<file path="src/hw/rtl/tpe_pkg.sv">
package tpe_pkg;

  // Caption store geometry and byte width.
  localparam int unsigned CapLen = 32;
  localparam int unsigned CapAw  = $clog2(CapLen);
  localparam int unsigned ByteW  = 8;

  // Byte positions inside a 45-byte packet.
  localparam logic [5:0] PosRowFirst = 6'd5;
  localparam logic [5:0] PosCapFirst = 6'd13;
  localparam logic [5:0] PosLast     = 6'd44;

  // Last index of the prefix sequence for row and header starts.
  localparam logic [3:0] SeqRowLast = 4'd4;
  localparam logic [3:0] SeqHdrLast = 4'd12;

  // Caption index of the last byte and of the first byte of the clock field.
  localparam logic [CapAw-1:0] CapLast      = CapAw'(CapLen - 1);
  localparam logic [CapAw-1:0] CapTimeFirst = CapAw'(37 - 13);

  // Number of time digits that are substituted.
  localparam logic [2:0] TimeDigits = 3'd6;

  // Largest time of day in seconds.
  localparam logic [16:0] TodMax = 17'd86399;

  // Reciprocal constants for the time split.
  localparam logic [15:0] RecipHour = 16'd37283;  // ceil(2^27 / 3600)
  localparam int unsigned ShiftHour = 27;
  localparam logic [12:0] RecipMin  = 13'd4370;   // ceil(2^18 / 60)
  localparam int unsigned ShiftMin  = 18;
  localparam logic [16:0] SecPerHour = 17'd3600;
  localparam logic [11:0] SecPerMin  = 12'd60;

  // Character constants.
  localparam logic [7:0] ChSync    = 8'h55;
  localparam logic [7:0] ChFraming = 8'h27;
  localparam logic [7:0] ChQuery   = 8'h3F;
  localparam logic [7:0] ChCr      = 8'h0D;
  localparam logic [7:0] ChZero    = 8'h30;
  localparam logic [7:0] ChNine    = 8'h39;
  localparam logic [7:0] ChHexOfs  = 8'h37;
  localparam logic [7:0] ChM       = 8'h6D;
  localparam logic [7:0] ChP       = 8'h70;

  // Hamming 8/4 code words.
  localparam logic [7:0] Ham84 [16] = '{
    8'h15, 8'h02, 8'h49, 8'h5E, 8'h64, 8'h73, 8'h38, 8'h2F,
    8'hD0, 8'hC7, 8'h8C, 8'h9B, 8'hA1, 8'hB6, 8'hFD, 8'hEA
  };

  typedef enum logic [1:0] {
    FUNC_ROW  = 2'd0,
    FUNC_HDR  = 2'd1,
    FUNC_CHAR = 2'd2,
    FUNC_NONE = 2'd3
  } func_e;

  typedef struct packed {
    func_e       func;
    logic [2:0]  magazine;
    logic [4:0]  row_number;
    logic [7:0]  page_number;
    logic [12:0] subcode;
    logic [16:0] time_of_day;
    logic [7:0]  char_in;
  } in_t;

  typedef struct packed {
    logic [7:0] out_byte;
    logic       packet_end;
  } out_t;

  typedef enum logic [1:0] {
    MODE_NONE,
    MODE_ROW,
    MODE_HDR
  } mode_e;

  typedef enum logic [2:0] {
    ST_IDLE,
    ST_SEQ,
    ST_CHAR,
    ST_CAP_RD,
    ST_CAP_PUT
  } state_e;

  typedef enum logic [1:0] {
    SEL_SEQ,
    SEL_CHAR,
    SEL_CAP
  } out_sel_e;

  // Commands from the controller to the datapath.
  typedef struct packed {
    logic             latch_in;
    logic             start_hdr;
    logic             ram_we;
    logic [CapAw-1:0] ram_waddr;
    logic             ram_re;
    logic [CapAw-1:0] cap_idx;
    logic [3:0]       seq_idx;
    logic             load_out;
    out_sel_e         out_sel;
    logic             out_last;
  } cmd_t;

  // Status from the datapath to the controller.
  typedef struct packed {
    logic out_free;
  } sts_t;

  function automatic logic [7:0] ham84(input logic [3:0] n);
    return Ham84[n];
  endfunction

  function automatic logic [7:0] bit_rev(input logic [7:0] c);
    logic [7:0] r;
    for (int i = 0; i < 8; i++) begin
      r[i] = c[7-i];
    end
    return r;
  endfunction

  // Bit 7 makes the count of ones over the byte odd.
  function automatic logic [7:0] odd_par(input logic [7:0] c);
    return {~(^c[6:0]), c[6:0]};
  endfunction

  function automatic logic [7:0] hex_digit(input logic [3:0] n);
    return (n > 4'd9) ? ({4'b0, n} + ChHexOfs) : ({4'b0, n} + ChZero);
  endfunction

  // Tens digit of a value below 64.
  function automatic logic [2:0] tens_of(input logic [5:0] v);
    logic [2:0] t;
    if (v >= 6'd60) begin
      t = 3'd6;
    end else if (v >= 6'd50) begin
      t = 3'd5;
    end else if (v >= 6'd40) begin
      t = 3'd4;
    end else if (v >= 6'd30) begin
      t = 3'd3;
    end else if (v >= 6'd20) begin
      t = 3'd2;
    end else if (v >= 6'd10) begin
      t = 3'd1;
    end else begin
      t = 3'd0;
    end
    return t;
  endfunction

  function automatic logic [3:0] units_of(input logic [5:0] v);
    logic [5:0] u;
    u = v - (6'(tens_of(v)) * 6'd10);
    return u[3:0];
  endfunction

endpackage

</file>
<file path="src/hw/rtl/teletext_packet_encoder_top.sv">
// The first byte of a result enters the output register from ST_SEQ or ST_CHAR, which
// the input transfer enters, or for a caption from ST_CAP_PUT after ST_CAP_RD. Row and
// header start bytes go out at one output byte per cycle while the output register is free.
// The last caption character emits the whole caption, each byte first read (ST_CAP_RD)
// via the registered read port of the single caption memory, then put out (ST_CAP_PUT).
// Reset (rst_ni low, asynchronous) closes any open packet and empties the output register.
module teletext_packet_encoder_top (
  input  logic          clk_i,
  input  logic          rst_ni,
  input  logic          in_valid_i,
  output logic          in_ready_o,
  input  tpe_pkg::in_t  in_data_i,
  output logic          out_valid_o,
  input  logic          out_ready_i,
  output tpe_pkg::out_t out_data_o
);

  tpe_pkg::cmd_t cmd;
  tpe_pkg::sts_t sts;

  tpe_ctrl u_ctrl (
    .clk_i      (clk_i),
    .rst_ni     (rst_ni),
    .in_valid_i (in_valid_i),
    .in_ready_o (in_ready_o),
    .in_func_i  (in_data_i.func),
    .sts_i      (sts),
    .cmd_o      (cmd)
  );

  tpe_dp u_dp (
    .clk_i       (clk_i),
    .rst_ni      (rst_ni),
    .in_data_i   (in_data_i),
    .out_ready_i (out_ready_i),
    .cmd_i       (cmd),
    .sts_o       (sts),
    .out_valid_o (out_valid_o),
    .out_data_o  (out_data_o)
  );

endmodule

</file>
<file path="src/hw/rtl/tpe_ram.sv">
module tpe_ram #(
  parameter int unsigned Width = tpe_pkg::ByteW,
  parameter int unsigned Depth = tpe_pkg::CapLen
) (
  input  logic                     clk_i,
  input  logic                     we_i,
  input  logic [$clog2(Depth)-1:0] waddr_i,
  input  logic [Width-1:0]         wdata_i,
  input  logic                     re_i,
  input  logic [$clog2(Depth)-1:0] raddr_i,
  output logic [Width-1:0]         rdata_o
);

  logic [Width-1:0] mem_q [Depth];
  logic [Width-1:0] rdata_q;

  // One write port and one registered read port.
  always_ff @(posedge clk_i) begin
    if (we_i) begin
      mem_q[waddr_i] <= wdata_i;
    end
    if (re_i) begin
      rdata_q <= mem_q[raddr_i];
    end
  end

  assign rdata_o = rdata_q;

endmodule

</file>
<file path="src/hw/rtl/tpe_ctrl.sv">
module tpe_ctrl (
  input  logic           clk_i,
  input  logic           rst_ni,
  input  logic           in_valid_i,
  output logic           in_ready_o,
  input  tpe_pkg::func_e in_func_i,
  input  tpe_pkg::sts_t  sts_i,
  output tpe_pkg::cmd_t  cmd_o
);

  tpe_pkg::state_e state_q, state_d;
  tpe_pkg::mode_e  mode_q, mode_d;
  logic [5:0] pos_q, pos_d;
  logic [3:0] seq_q, seq_d;
  logic       hdr_q, hdr_d;
  logic       char_last_q, char_last_d;
  logic [tpe_pkg::CapAw-1:0] cap_q, cap_d;

  logic       in_acc;
  logic       row_ok;
  logic       cap_ok;
  logic       pos_last;
  logic       seq_end;
  logic [5:0] cap_off;

  // The input side is open only between items.
  assign in_ready_o = (state_q == tpe_pkg::ST_IDLE);

  assign in_acc   = in_valid_i & in_ready_o;
  assign row_ok   = (mode_q == tpe_pkg::MODE_ROW) && (pos_q >= tpe_pkg::PosRowFirst) &&
                    (pos_q <= tpe_pkg::PosLast);
  assign cap_ok   = (mode_q == tpe_pkg::MODE_HDR) && (pos_q >= tpe_pkg::PosCapFirst) &&
                    (pos_q <= tpe_pkg::PosLast);
  assign pos_last = (pos_q == tpe_pkg::PosLast);
  assign seq_end  = hdr_q ? (seq_q == tpe_pkg::SeqHdrLast) : (seq_q == tpe_pkg::SeqRowLast);
  assign cap_off  = pos_q - tpe_pkg::PosCapFirst;

  // Next state.
  always_comb begin
    state_d = state_q;
    case (state_q)
      tpe_pkg::ST_IDLE: begin
        if (in_acc) begin
          case (in_func_i)
            tpe_pkg::FUNC_ROW, tpe_pkg::FUNC_HDR: state_d = tpe_pkg::ST_SEQ;
            tpe_pkg::FUNC_CHAR: begin
              if (row_ok) begin
                state_d = tpe_pkg::ST_CHAR;
              end else if (cap_ok && pos_last) begin
                state_d = tpe_pkg::ST_CAP_RD;
              end
            end
            default: state_d = tpe_pkg::ST_IDLE;
          endcase
        end
      end
      tpe_pkg::ST_SEQ: begin
        if (sts_i.out_free && seq_end) begin
          state_d = tpe_pkg::ST_IDLE;
        end
      end
      tpe_pkg::ST_CHAR: begin
        if (sts_i.out_free) begin
          state_d = tpe_pkg::ST_IDLE;
        end
      end
      tpe_pkg::ST_CAP_RD: state_d = tpe_pkg::ST_CAP_PUT;
      tpe_pkg::ST_CAP_PUT: begin
        if (sts_i.out_free) begin
          state_d = (cap_q == tpe_pkg::CapLast) ? tpe_pkg::ST_IDLE : tpe_pkg::ST_CAP_RD;
        end
      end
      default: state_d = tpe_pkg::ST_IDLE;
    endcase
  end

  // Commands to the datapath.
  always_comb begin
    cmd_o           = '0;
    cmd_o.out_sel   = tpe_pkg::SEL_SEQ;
    cmd_o.latch_in  = in_acc;
    cmd_o.start_hdr = in_acc && (in_func_i == tpe_pkg::FUNC_HDR);
    cmd_o.ram_we    = in_acc && (in_func_i == tpe_pkg::FUNC_CHAR) && !row_ok && cap_ok;
    cmd_o.ram_waddr = cap_off[tpe_pkg::CapAw-1:0];
    cmd_o.cap_idx   = cap_q;
    cmd_o.seq_idx   = seq_q;
    case (state_q)
      tpe_pkg::ST_SEQ: begin
        cmd_o.load_out = sts_i.out_free;
        cmd_o.out_sel  = tpe_pkg::SEL_SEQ;
      end
      tpe_pkg::ST_CHAR: begin
        cmd_o.load_out = sts_i.out_free;
        cmd_o.out_sel  = tpe_pkg::SEL_CHAR;
        cmd_o.out_last = char_last_q;
      end
      tpe_pkg::ST_CAP_RD: begin
        cmd_o.ram_re = 1'b1;
      end
      tpe_pkg::ST_CAP_PUT: begin
        cmd_o.load_out = sts_i.out_free;
        cmd_o.out_sel  = tpe_pkg::SEL_CAP;
        cmd_o.out_last = (cap_q == tpe_pkg::CapLast);
      end
      default: begin
        cmd_o.load_out = 1'b0;
      end
    endcase
  end

  // Packet mode, byte position and sequence counters.
  always_comb begin
    mode_d      = mode_q;
    pos_d       = pos_q;
    seq_d       = seq_q;
    hdr_d       = hdr_q;
    char_last_d = char_last_q;
    cap_d       = cap_q;
    if (in_acc) begin
      case (in_func_i)
        tpe_pkg::FUNC_ROW: begin
          mode_d = tpe_pkg::MODE_ROW;
          pos_d  = tpe_pkg::PosRowFirst;
          seq_d  = '0;
          hdr_d  = 1'b0;
        end
        tpe_pkg::FUNC_HDR: begin
          mode_d = tpe_pkg::MODE_HDR;
          pos_d  = tpe_pkg::PosCapFirst;
          seq_d  = '0;
          hdr_d  = 1'b1;
        end
        tpe_pkg::FUNC_CHAR: begin
          if (row_ok || cap_ok) begin
            char_last_d = pos_last;
            if (pos_last) begin
              mode_d = tpe_pkg::MODE_NONE;
              pos_d  = '0;
              cap_d  = '0;
            end else begin
              pos_d = pos_q + 6'd1;
            end
          end
        end
        default: mode_d = mode_q;
      endcase
    end
    if ((state_q == tpe_pkg::ST_SEQ) && sts_i.out_free) begin
      seq_d = seq_q + 4'd1;
    end
    if ((state_q == tpe_pkg::ST_CAP_PUT) && sts_i.out_free) begin
      cap_d = cap_q + 1'b1;
    end
  end

  always_ff @(posedge clk_i or negedge rst_ni) begin
    if (!rst_ni) begin
      state_q     <= tpe_pkg::ST_IDLE;
      mode_q      <= tpe_pkg::MODE_NONE;
      pos_q       <= '0;
      seq_q       <= '0;
      hdr_q       <= 1'b0;
      char_last_q <= 1'b0;
      cap_q       <= '0;
    end else begin
      state_q     <= state_d;
      mode_q      <= mode_d;
      pos_q       <= pos_d;
      seq_q       <= seq_d;
      hdr_q       <= hdr_d;
      char_last_q <= char_last_d;
      cap_q       <= cap_d;
    end
  end

  // An open row packet always points into the payload area.
  assert property (@(posedge clk_i) disable iff (!rst_ni)
    (mode_q == tpe_pkg::MODE_ROW) |->
      ((pos_q >= tpe_pkg::PosRowFirst) && (pos_q <= tpe_pkg::PosLast)))
    else $error("row packet position out of range");

  // An open header packet always points into the caption area.
  assert property (@(posedge clk_i) disable iff (!rst_ni)
    (mode_q == tpe_pkg::MODE_HDR) |->
      ((pos_q >= tpe_pkg::PosCapFirst) && (pos_q <= tpe_pkg::PosLast)))
    else $error("header packet position out of range");

  // The last byte of a packet closes the packet and frees the input side.
  assert property (@(posedge clk_i) disable iff (!rst_ni)
    (cmd_o.load_out && cmd_o.out_last) |=>
      ((state_q == tpe_pkg::ST_IDLE) && (mode_q == tpe_pkg::MODE_NONE)))
    else $error("packet end did not close the packet");

endmodule

</file>
<file path="src/hw/rtl/tpe_dp.sv">
module tpe_dp (
  input  logic          clk_i,
  input  logic          rst_ni,
  input  tpe_pkg::in_t  in_data_i,
  input  logic          out_ready_i,
  input  tpe_pkg::cmd_t cmd_i,
  output tpe_pkg::sts_t sts_o,
  output logic          out_valid_o,
  output tpe_pkg::out_t out_data_o
);

  tpe_pkg::in_t  in_q;
  tpe_pkg::out_t out_q;
  logic          out_valid_q;

  logic [2:0]  held_mag_q;
  logic [7:0]  held_page_q;
  logic [16:0] held_tod_q;

  // Time split pipeline.
  logic [16:0] tod1_q;
  logic [4:0]  hrs1_q, hrs2_q, hrs3_q;
  logic [11:0] rem2_q, rem3_q;
  logic [5:0]  min3_q, min4_q;
  logic [5:0]  sec4_q;
  logic [4:0]  hrs4_q;
  logic [3:0]  hr_t_q, hr_u_q, mn_t_q, mn_u_q, sc_t_q, sc_u_q;
  logic [32:0] prod_h;
  logic [16:0] hour_sec;
  logic [16:0] rem_full;
  logic [24:0] prod_m;
  logic [11:0] min_sec;
  logic [11:0] sec_full;
  logic [16:0] tod_clamp;

  // Page number pattern tracking.
  logic [7:0]                prev1_q, prev2_q;
  logic                      match_vld_q;
  logic [tpe_pkg::CapAw-1:0] match_idx_q;
  logic                      match_hit;

  logic [2:0] dcnt_q;

  logic [7:0] ram_rdata;
  logic [4:0] row_eff;
  logic [7:0] seq_byte;
  logic [5:0] mpp_off;
  logic       in_mpp;
  logic       in_time;
  logic [7:0] cap_c1, cap_c2, cap_c3;
  logic       is_dig;
  logic [7:0] time_char;
  logic [7:0] out_byte_d;

  tpe_ram #(
    .Width (tpe_pkg::ByteW),
    .Depth (tpe_pkg::CapLen)
  ) u_cap_ram (
    .clk_i   (clk_i),
    .we_i    (cmd_i.ram_we),
    .waddr_i (cmd_i.ram_waddr),
    .wdata_i (in_data_i.char_in),
    .re_i    (cmd_i.ram_re),
    .raddr_i (cmd_i.cap_idx),
    .rdata_o (ram_rdata)
  );

  // Input item capture.
  always_ff @(posedge clk_i) begin
    if (cmd_i.latch_in) begin
      in_q <= in_data_i;
    end
  end

  assign tod_clamp = (in_data_i.time_of_day > tpe_pkg::TodMax) ? tpe_pkg::TodMax :
                     in_data_i.time_of_day;

  // Values held for the caption of a header packet.
  always_ff @(posedge clk_i or negedge rst_ni) begin
    if (!rst_ni) begin
      held_mag_q  <= '0;
      held_page_q <= '0;
      held_tod_q  <= '0;
    end else if (cmd_i.start_hdr) begin
      held_mag_q  <= in_data_i.magazine;
      held_page_q <= in_data_i.page_number;
      held_tod_q  <= tod_clamp;
    end
  end

  // Hours and minutes by reciprocal multiplication, seconds as the remainder, one multiply per stage.
  assign prod_h   = {16'b0, held_tod_q} * {17'b0, tpe_pkg::RecipHour};
  assign hour_sec = {12'b0, hrs1_q} * tpe_pkg::SecPerHour;
  assign rem_full = tod1_q - hour_sec;
  assign prod_m   = {13'b0, rem2_q} * {12'b0, tpe_pkg::RecipMin};
  assign min_sec  = {6'b0, min3_q} * tpe_pkg::SecPerMin;
  assign sec_full = rem3_q - min_sec;

  always_ff @(posedge clk_i) begin
    tod1_q <= held_tod_q;
    hrs1_q <= prod_h[tpe_pkg::ShiftHour +: 5];
    rem2_q <= rem_full[11:0];
    hrs2_q <= hrs1_q;
    min3_q <= prod_m[tpe_pkg::ShiftMin +: 6];
    rem3_q <= rem2_q;
    hrs3_q <= hrs2_q;
    sec4_q <= sec_full[5:0];
    min4_q <= min3_q;
    hrs4_q <= hrs3_q;
    hr_t_q <= {1'b0, tpe_pkg::tens_of({1'b0, hrs4_q})};
    hr_u_q <= tpe_pkg::units_of({1'b0, hrs4_q});
    mn_t_q <= {1'b0, tpe_pkg::tens_of(min4_q)};
    mn_u_q <= tpe_pkg::units_of(min4_q);
    sc_t_q <= {1'b0, tpe_pkg::tens_of(sec4_q)};
    sc_u_q <= tpe_pkg::units_of(sec4_q);
  end

  // First page number pattern, found as the caption is stored.
  assign match_hit = !match_vld_q && (cmd_i.ram_waddr >= tpe_pkg::CapAw'(2)) &&
                     (prev2_q == tpe_pkg::ChM) && (prev1_q == tpe_pkg::ChP) &&
                     (in_data_i.char_in == tpe_pkg::ChP);

  always_ff @(posedge clk_i or negedge rst_ni) begin
    if (!rst_ni) begin
      match_vld_q <= 1'b0;
    end else if (cmd_i.start_hdr) begin
      match_vld_q <= 1'b0;
    end else if (cmd_i.ram_we && match_hit) begin
      match_vld_q <= 1'b1;
    end
  end

  always_ff @(posedge clk_i) begin
    if (cmd_i.ram_we) begin
      prev2_q <= prev1_q;
      prev1_q <= in_data_i.char_in;
      if (match_hit) begin
        match_idx_q <= cmd_i.ram_waddr - tpe_pkg::CapAw'(2);
      end
    end
  end

  // Prefix and header bytes by sequence index.
  assign row_eff = (in_q.func == tpe_pkg::FUNC_HDR) ? 5'd0 : in_q.row_number;

  always_comb begin
    case (cmd_i.seq_idx)
      4'd0, 4'd1: seq_byte = tpe_pkg::ChSync;
      4'd2:       seq_byte = tpe_pkg::ChFraming;
      4'd3:       seq_byte = tpe_pkg::ham84({row_eff[0], in_q.magazine});
      4'd4:       seq_byte = tpe_pkg::ham84(row_eff[4:1]);
      4'd5:       seq_byte = tpe_pkg::ham84(in_q.page_number[3:0]);
      4'd6:       seq_byte = tpe_pkg::ham84(in_q.page_number[7:4]);
      4'd7:       seq_byte = tpe_pkg::ham84(in_q.subcode[3:0]);
      4'd8:       seq_byte = tpe_pkg::ham84({1'b0, in_q.subcode[6:4]});
      4'd9:       seq_byte = tpe_pkg::ham84(in_q.subcode[10:7]);
      4'd10:      seq_byte = tpe_pkg::ham84({2'b0, in_q.subcode[12:11]});
      default:    seq_byte = tpe_pkg::ham84(4'h0);
    endcase
  end

  // Caption byte: page number substitution, then clock field rewrite.
  assign mpp_off = {1'b0, cmd_i.cap_idx} - {1'b0, match_idx_q};
  assign in_mpp  = match_vld_q && (cmd_i.cap_idx >= match_idx_q) && (mpp_off < 6'd3);
  assign in_time = (cmd_i.cap_idx >= tpe_pkg::CapTimeFirst);

  always_comb begin
    cap_c1 = ram_rdata;
    if (in_mpp) begin
      case (mpp_off[1:0])
        2'd0:    cap_c1 = tpe_pkg::ChZero + {5'b0, held_mag_q};
        2'd1:    cap_c1 = tpe_pkg::hex_digit(held_page_q[7:4]);
        default: cap_c1 = tpe_pkg::hex_digit(held_page_q[3:0]);
      endcase
    end
  end

  always_comb begin
    case (dcnt_q)
      3'd0:    time_char = tpe_pkg::ChZero + {4'b0, hr_t_q};
      3'd1:    time_char = tpe_pkg::ChZero + {4'b0, hr_u_q};
      3'd2:    time_char = tpe_pkg::ChZero + {4'b0, mn_t_q};
      3'd3:    time_char = tpe_pkg::ChZero + {4'b0, mn_u_q};
      3'd4:    time_char = tpe_pkg::ChZero + {4'b0, sc_t_q};
      3'd5:    time_char = tpe_pkg::ChZero + {4'b0, sc_u_q};
      default: time_char = tpe_pkg::ChQuery;
    endcase
  end

  assign cap_c2 = (in_time && (cap_c1 == tpe_pkg::ChCr)) ? tpe_pkg::ChQuery : cap_c1;
  assign is_dig = in_time && (cap_c2 >= tpe_pkg::ChZero) && (cap_c2 <= tpe_pkg::ChNine);
  assign cap_c3 = is_dig ? time_char : cap_c2;

  // Count of clock digits used so far, saturating after the seconds.
  always_ff @(posedge clk_i or negedge rst_ni) begin
    if (!rst_ni) begin
      dcnt_q <= '0;
    end else if (cmd_i.start_hdr) begin
      dcnt_q <= '0;
    end else if (cmd_i.load_out && (cmd_i.out_sel == tpe_pkg::SEL_CAP) && is_dig &&
                 (dcnt_q != tpe_pkg::TimeDigits)) begin
      dcnt_q <= dcnt_q + 3'd1;
    end
  end

  // Output byte selection.
  always_comb begin
    case (cmd_i.out_sel)
      tpe_pkg::SEL_SEQ:  out_byte_d = tpe_pkg::bit_rev(seq_byte);
      tpe_pkg::SEL_CHAR: out_byte_d = tpe_pkg::bit_rev(tpe_pkg::odd_par(in_q.char_in));
      tpe_pkg::SEL_CAP:  out_byte_d = tpe_pkg::bit_rev(tpe_pkg::odd_par(cap_c3));
      default:           out_byte_d = tpe_pkg::bit_rev(seq_byte);
    endcase
  end

  // Output register; a new byte enters when the slot is empty or being taken.
  assign sts_o.out_free = !out_valid_q || out_ready_i;

  always_ff @(posedge clk_i or negedge rst_ni) begin
    if (!rst_ni) begin
      out_valid_q <= 1'b0;
    end else if (cmd_i.load_out) begin
      out_valid_q <= 1'b1;
    end else if (out_ready_i) begin
      out_valid_q <= 1'b0;
    end
  end

  always_ff @(posedge clk_i) begin
    if (cmd_i.load_out) begin
      out_q.out_byte   <= out_byte_d;
      out_q.packet_end <= cmd_i.out_last;
    end
  end

  assign out_valid_o = out_valid_q;
  assign out_data_o  = out_q;

  // The controller never overwrites a byte that has not been transferred.
  assert property (@(posedge clk_i) disable iff (!rst_ni)
    cmd_i.load_out |-> (!out_valid_q || out_ready_i))
    else $error("output register overwritten before transfer");

endmodule

</file>
<file path="config.mk">
export PLATFORM = sky130hd
export DESIGN_NAME = teletext_packet_encoder_top
export DESIGN_NICKNAME = d
export VERILOG_FILES = /design/src/hw/rtl/tpe_pkg.sv /design/src/hw/rtl/teletext_packet_encoder_top.sv /design/src/hw/rtl/tpe_ram.sv /design/src/hw/rtl/tpe_ctrl.sv /design/src/hw/rtl/tpe_dp.sv
export SDC_FILE = /design/constraint.sdc
export NUM_CORES = 1
export LEC_CHECK = 0
export BUFFER_PORTS_ARGS = -buffer_cell sky130_fd_sc_hd__buf_2
export CORE_MARGIN = 2
export CORE_UTILIZATION = 45
export DETAILED_ROUTE_END_ITERATION = 8
export GPL_ROUTABILITY_DRIVEN = 0
export SLEW_MARGIN = 20
export SYNTH_ARGS = -nofsm -noshare
export SYNTH_HDL_FRONTEND = slang
export SYNTH_SLANG_ARGS = --single-unit
</file>
<file path="constraint.sdc">
create_clock -name clk_i -period 5.25 [get_ports clk_i]
set_input_delay 1.3125 -clock clk_i [delete_from_list [all_inputs] [get_ports clk_i]]
set_output_delay 1.3125 -clock clk_i [all_outputs]
set_load 0.02 [all_outputs]
</file>
Yosys cells after proc, flatten, opt, wreduce, memory -nomap -nowiden
Memory sizes are Yosys's and may differ from the RTL's. A register that Yosys moved wholly into a read port is not among the register bits. Cells that the tools add are included.

Flip-flop bits (word level): 212. RAM bits: 256. Bits in read-only memories: 1024. Output and inout bits: 11. Logic and storage cells: 311. Memories kept: 9.

Memories: u_dp.u_cap_ram.mem_q (depth 32, width 8, rd ports 1, clocked after memory_dff 1, wr ports 1, RTL line tpe_ram.sv:14) `logic [Width-1:0] mem_q [Depth];`; (name not given) (depth 16, width 8, rd ports 1, clocked after memory_dff 0, wr ports 0, RTL line tpe_pkg.sv:114) `return Ham84[n];`; (name not given) (depth 16, width 8, rd ports 1, clocked after memory_dff 0, wr ports 0, RTL line tpe_pkg.sv:114); (name not given) (depth 16, width 8, rd ports 1, clocked after memory_dff 0, wr ports 0, RTL line tpe_pkg.sv:114); (name not given) (depth 16, width 8, rd ports 1, clocked after memory_dff 0, wr ports 0, RTL line tpe_pkg.sv:114); (name not given) (depth 16, width 8, rd ports 1, clocked after memory_dff 0, wr ports 0, RTL line tpe_pkg.sv:114); +3 memories.

$add $sub $neg: 23. Multiply operators: 7. Magnitude comparators: 38. Eq/ne operators: 42. Muxes and demuxes: 82. Bitwise operators: 11. Reductions and logical operators: 59.

Operators by type and width (number): $mux 8 (20); $pmux 8 s10 (1); $mux 3 (23); $ge 5x5->1 const B (11); $pmux 7 s6 (1); $ge 6x6->1 const B (6); $mul 17x16->32 const B (1); $pmux 8 s2 (2); $mux 5 (6); $not 4->5 (6); $add 4x6->7 const B (4); $add 6x3->7 const A (4); $logic_and 1x1->1 (25); $eq 8x7->1 const B (3); $ge 6x5->1 const B (4); $mul 12x12->23 const B (1); $add 6x4->7 const A (3); $reduce_bool 2->1 (10); $ge 5x6->1 const B (3); $ge 6x4->1 const B (3); $pmux 6 s3 (1); $gt 17x17->1 const B (1); $mux 17 (1); $eq 4x3->1 const B (4); 64 further kinds (118).

Depth between registers and ports, before layout
Depth after elaboration: 14. Mapped depth: 20. Gate-level depth less buffers: 20.

Modules after synthesis
A second synthesis with hierarchy kept.

Cells, all modules: 1775. Area total of the unflattened synthesis: 24930.2 µm².

By module, submodules not included: tpe_dp (instances 1, cells each 1170, area each 13093.8 µm², sequential area each 4629.4 µm²); tpe_ram (instances 1, cells each 417, area each 10133.5 µm², sequential area each 7927.6 µm²); tpe_ctrl (instances 1, cells each 188, area each 1702.9 µm², sequential area each 550.5 µm²).

Worst setup path after synthesis
No wires, ideal clock.

Path type: register to register. Start point: reg u_dp.held_tod_q[6]. End point: reg u_dp.hrs1_q[2]. Arrival time: 4.543 ns. Data required time: 5.178 ns. Path slack: 0.635 ns. Cell stages (with the launch flop): 19. Path buffers: 0. Clock period less this slack: 4.615 ns. Cell sequence: dfrtp_1 > ha_1 > ha_1 > inv_1 > fa_1 > inv_1 > fa_1 > fa_1 > fa_1 > ha_1 > a21o_1 > a21o_1 > a21oi_1 > o21ai_0 > a21o_1 > a21boi_0 > o21ai_0 > a21oi_1 > xnor2_1.

Word-level cells in the longest chain between the ends: 1.

RTL lines: from (decl) (RTL line tpe_dp.sv:18) `logic [16:0] held_tod_q;`; from (signal assigned) (RTL line tpe_dp.sv:87) `held_tod_q <= tod_clamp;`; $mul 17x16->32 (RTL line tpe_dp.sv:92) `assign prod_h = {16'b0, held_tod_q} * {17'b0, tpe_pkg::RecipHour};`; named net u_dp.prod_h[29] (RTL line tpe_dp.sv:28) `logic [32:0] prod_h;`; to (signal assigned) (RTL line tpe_dp.sv:101) `hrs1_q <= prod_h[tpe_pkg::ShiftHour +: 5];`; to (decl) (RTL line tpe_dp.sv:22) `logic [4:0] hrs1_q, hrs2_q, hrs3_q;`.

The timed path passes the listed nets, and every way through them passes these cells. A chain may end at the register's enable or synchronous reset.

Worst setup path after layout
Start point: reg u_dp.held_tod_q[7]. End point: reg u_dp.hrs1_q[4].

The elaborated chain is that of the path after synthesis.

==> impl_metrics.py <==
metrics = {
    "status": {
        "status": "complete, no violations",
    },
    "routing": {
        "wl_um": 53900,
        "vias": 14400,
        "wire_per_inst_um": 20.5,
        "first_iter_violations": 842,
        "viasPerCell": 5.49,
        "ant_nets": 0,
        "drc": 0,
        "dr.pass1.iters": 8,
    },
    "placed_design": {
        "port_buffers": 70,
        "placed_area_um2": 25900,
        "dp_hpwl_um": 39000,
        "post-place-cells": 2537,
    },
    "floorplanning": {
        "design.core.area_um2": 54000,
        "die-area_um2": 56700,
        "start_util": 0.457,
        "ios": 71,
        "die_y_um": 238,
        "rows": 85,
        "die_w_um": 238,
    },
    "synthesis": {
        "seq_area_frac_synth": 0.531,
        "ys_ff_latch": 475,
        "syn_avg_cell_area_um2": 13.8,
        "synth_cell_types": 80,
        "synth_nets": 2177,
        "synthesis.area_um2": 24700,
        "synthFlopType": "edfxtp_1",
        "syn_inst": 1789,
        "async_flop_share": 0.116,
        "synth-edff-count": 332,
        "ys_warn_count": 0,
    },
    "timing": {
        "setup_viol": 0,
        "fin_crit_sh": 0.943,
        "hold_slack_ps": 302,
        "slew-limit-headroom": 0.317,
        "worst_slew_pin_slew_ps": 1020,
        "rsz0062_at_grt": "false",
        "final.setup.tns_ps": 0,
        "skew_ps": 30.5,
        "hold_viol": 0,
        "fmax_mhz": 202,
        "drv_slew": 0,
        "timing.final.crit_period_ps": 4950,
    },
    "finish": {
        "mostFrequentLayoutCells": "edfxtp_1, ha_1, inv_1",
        "fin_area_um2": 27500,
        "fillers": 4598,
        "synthToLayoutAreaGrowth_pct": 11.6,
        "layout_commonest_cell": "edfxtp_1",
        "n_antenna_cell": 0,
        "stdcell_count": 2626,
        "drive_above_1_share": 0.145,
        "nNetsFinal": 2279,
    },
    "clock_tree": {
        "numCtsBuffers": 48,
        "clkTransAtPathRegs_ps": 60,
        "insertion_delay_ps": 590,
        "cts_setup_buffers": 0,
        "root_buffer": "clkbuf_16",
        "clkSinkCount": 475,
        "cts_tree": "done",
        "cts_max_path_buffers": 3,
        "cts_max_level": 2,
    },
    "critical_path": {
        "start_kind": "flop",
        "worstPathRequired_ps": 5740,
        "worst_ep_arrival_time_ps": 5440,
        "cp_max_fo": 9,
        "path_class": "flop to flop",
        "ff2ff_path_depth": 17,
        "critPathCaptureType": "flop",
    },
    "global_route": {
        "antenna_found_initial": 0,
        "grtUsageTotal": 0.196,
        "grt_max_degree": 69,
        "grt-ovfl-total": 0,
        "grt_pass1_vias": 15000,
        "grt_pass1_wl_um": 85300,
    },
    "run": {
        "maxCapViolations": 0,
    },
    "min_path": {
        "hold_path.class": "flop to flop",
        "min_delay_path_depth": 0,
    },
}
-- synthesized netlist by cell type (42+ instances only) --
| master | n | area, um^2 |
|---|---|---|
| o21ai_0 | 65 | 325 |
| mux4_2 | 80 | 1800 |
| dfrtp_1 | 55 | 1380 |
| edfxtp_1 | 332 | 9970 |
| inv_1 | 170 | 638 |
| a21oi_1 | 47 | 235 |
| xor2_1 | 42 | 368 |
| nor2_1 | 81 | 304 |
| ha_1 | 259 | 3240 |
| xnor2_1 | 56 | 490 |
| fa_1 | 69 | 1380 |
| dfxtp_1 | 88 | 1760 |
| nand2_1 | 114 | 428 |
-- flip-flops by register name (all words and copies together) (netlist names), 6 cells and up --
signal and count:
u_dp.held_page_q 8, u_dp.held_tod_q 17, u_dp.out_data_o 9, u_dp.prev1_q 8
u_dp.min4_q 6, u_ctrl.pos_q 6, u_dp.sec4_q 6, u_dp.u_cap_ram.rdata_o 8
u_dp.rem3_q 6, u_dp.tod1_q 12, u_dp.prev2_q 8, u_dp.u_cap_ram.mem_q 256
u_dp.min3_q 6, u_dp.rem2_q 12, u_dp.in_q 38
-- routing by layer --
layer,global-route usage,share of wire,vias to the layer above,wire length [um]
met5,0,0,-,0
met4,0.0439,0.017,0,897
met3,0.0274,0.043,63,2330
met2,0.345,0.50,300,26900
met1,0.259,0.44,7289,23800
li1,-,-,6776,-
-- final cells by class --
class | count | area (um^2) | share of cell area
flip-flops and latches | 475 | 13100 | 0.476
multi-input cells | 1096 | 10700 | 0.390
clock buffers | 60 | 1300 | 0.0472
well taps | 696 | 871 | 0.0316
inverters | 170 | 638 | 0.0232
repair buffers | 100 | 576 | 0.0209
clock inverters | 29 | 297 | 0.0108
-- cell families after synthesis --
group / Yosys count / share of synthesized area
adder cells (fa/ha/maj): 329 / 0.188
buffers and inverters: 218 / 0.0338
AO/OA/AOI/OAI: 252 / 0.0693
flip-flops: 475 / 0.531
AND/OR/NAND/NOR: 312 / 0.0585
XOR/XNOR: 99 / 0.0357
multiplexers: 104 / 0.0835
-- worst paths after layout --
check	from	end	slack (ps)
setup / recovery	u_dp.held_tod_q[7]$_DFFE_PN0P_	u_dp.hrs1_q[4]$_DFF_P_	300
hold / removal	u_dp.min3_q[4]$_DFF_P_	u_dp.min4_q[4]$_DFF_P_	300
setup reg to reg	u_dp.held_tod_q[7]$_DFFE_PN0P_	u_dp.hrs1_q[4]$_DFF_P_	300
hold reg to reg	u_dp.min3_q[4]$_DFF_P_	u_dp.min4_q[4]$_DFF_P_	300
max in group asynchronous	rst_ni	u_dp.held_tod_q[7]$_DFFE_PN0P_	3640
min in group asynchronous	rst_ni	u_dp.held_mag_q[1]$_DFFE_PN0P_	690
-- worst max-delay path, cell delays in order, from the launching register on --
cell and delay (ps):
dfrtp_2 490, ha_1 310, ha_1 140, inv_1 50, fa_1 530, inv_1 50, fa_1 480, fa_1 520
fa_1 510, ha_1 330, a21o_1 160, a21o_1 170, a21oi_1 120, o21ai_0 90, a21o_1 230, a221o_1 370
a21oi_1 190, xnor2_1 130
-- per-stage QoR --
| step | setup WS [ps] | utilization |
|---|---|---|
| 6_report | 299 | 0.509 |
| 5_1_grt | 6.11 | 0.509 |
| 4_1_cts | 162 | 0.509 |
| 3_5_place_dp | 214 | 0.480 |
| 3_3_place_gp | 288 | 0.480 |
| 2_1_floorplan | 635 | - |
-- what timing repair did --
| action | 4_1_cts | 5_1_grt |
|---|---|---|
| hold buffers | 0 | 0 |
| endpoints found under the setup margin | 0 | 3 |
| resized for setup | 0 | 5 |
Power is left out: the tool's default activity adds up to more than one toggle a clock period on the data nets, which glitch-free logic cannot reach.
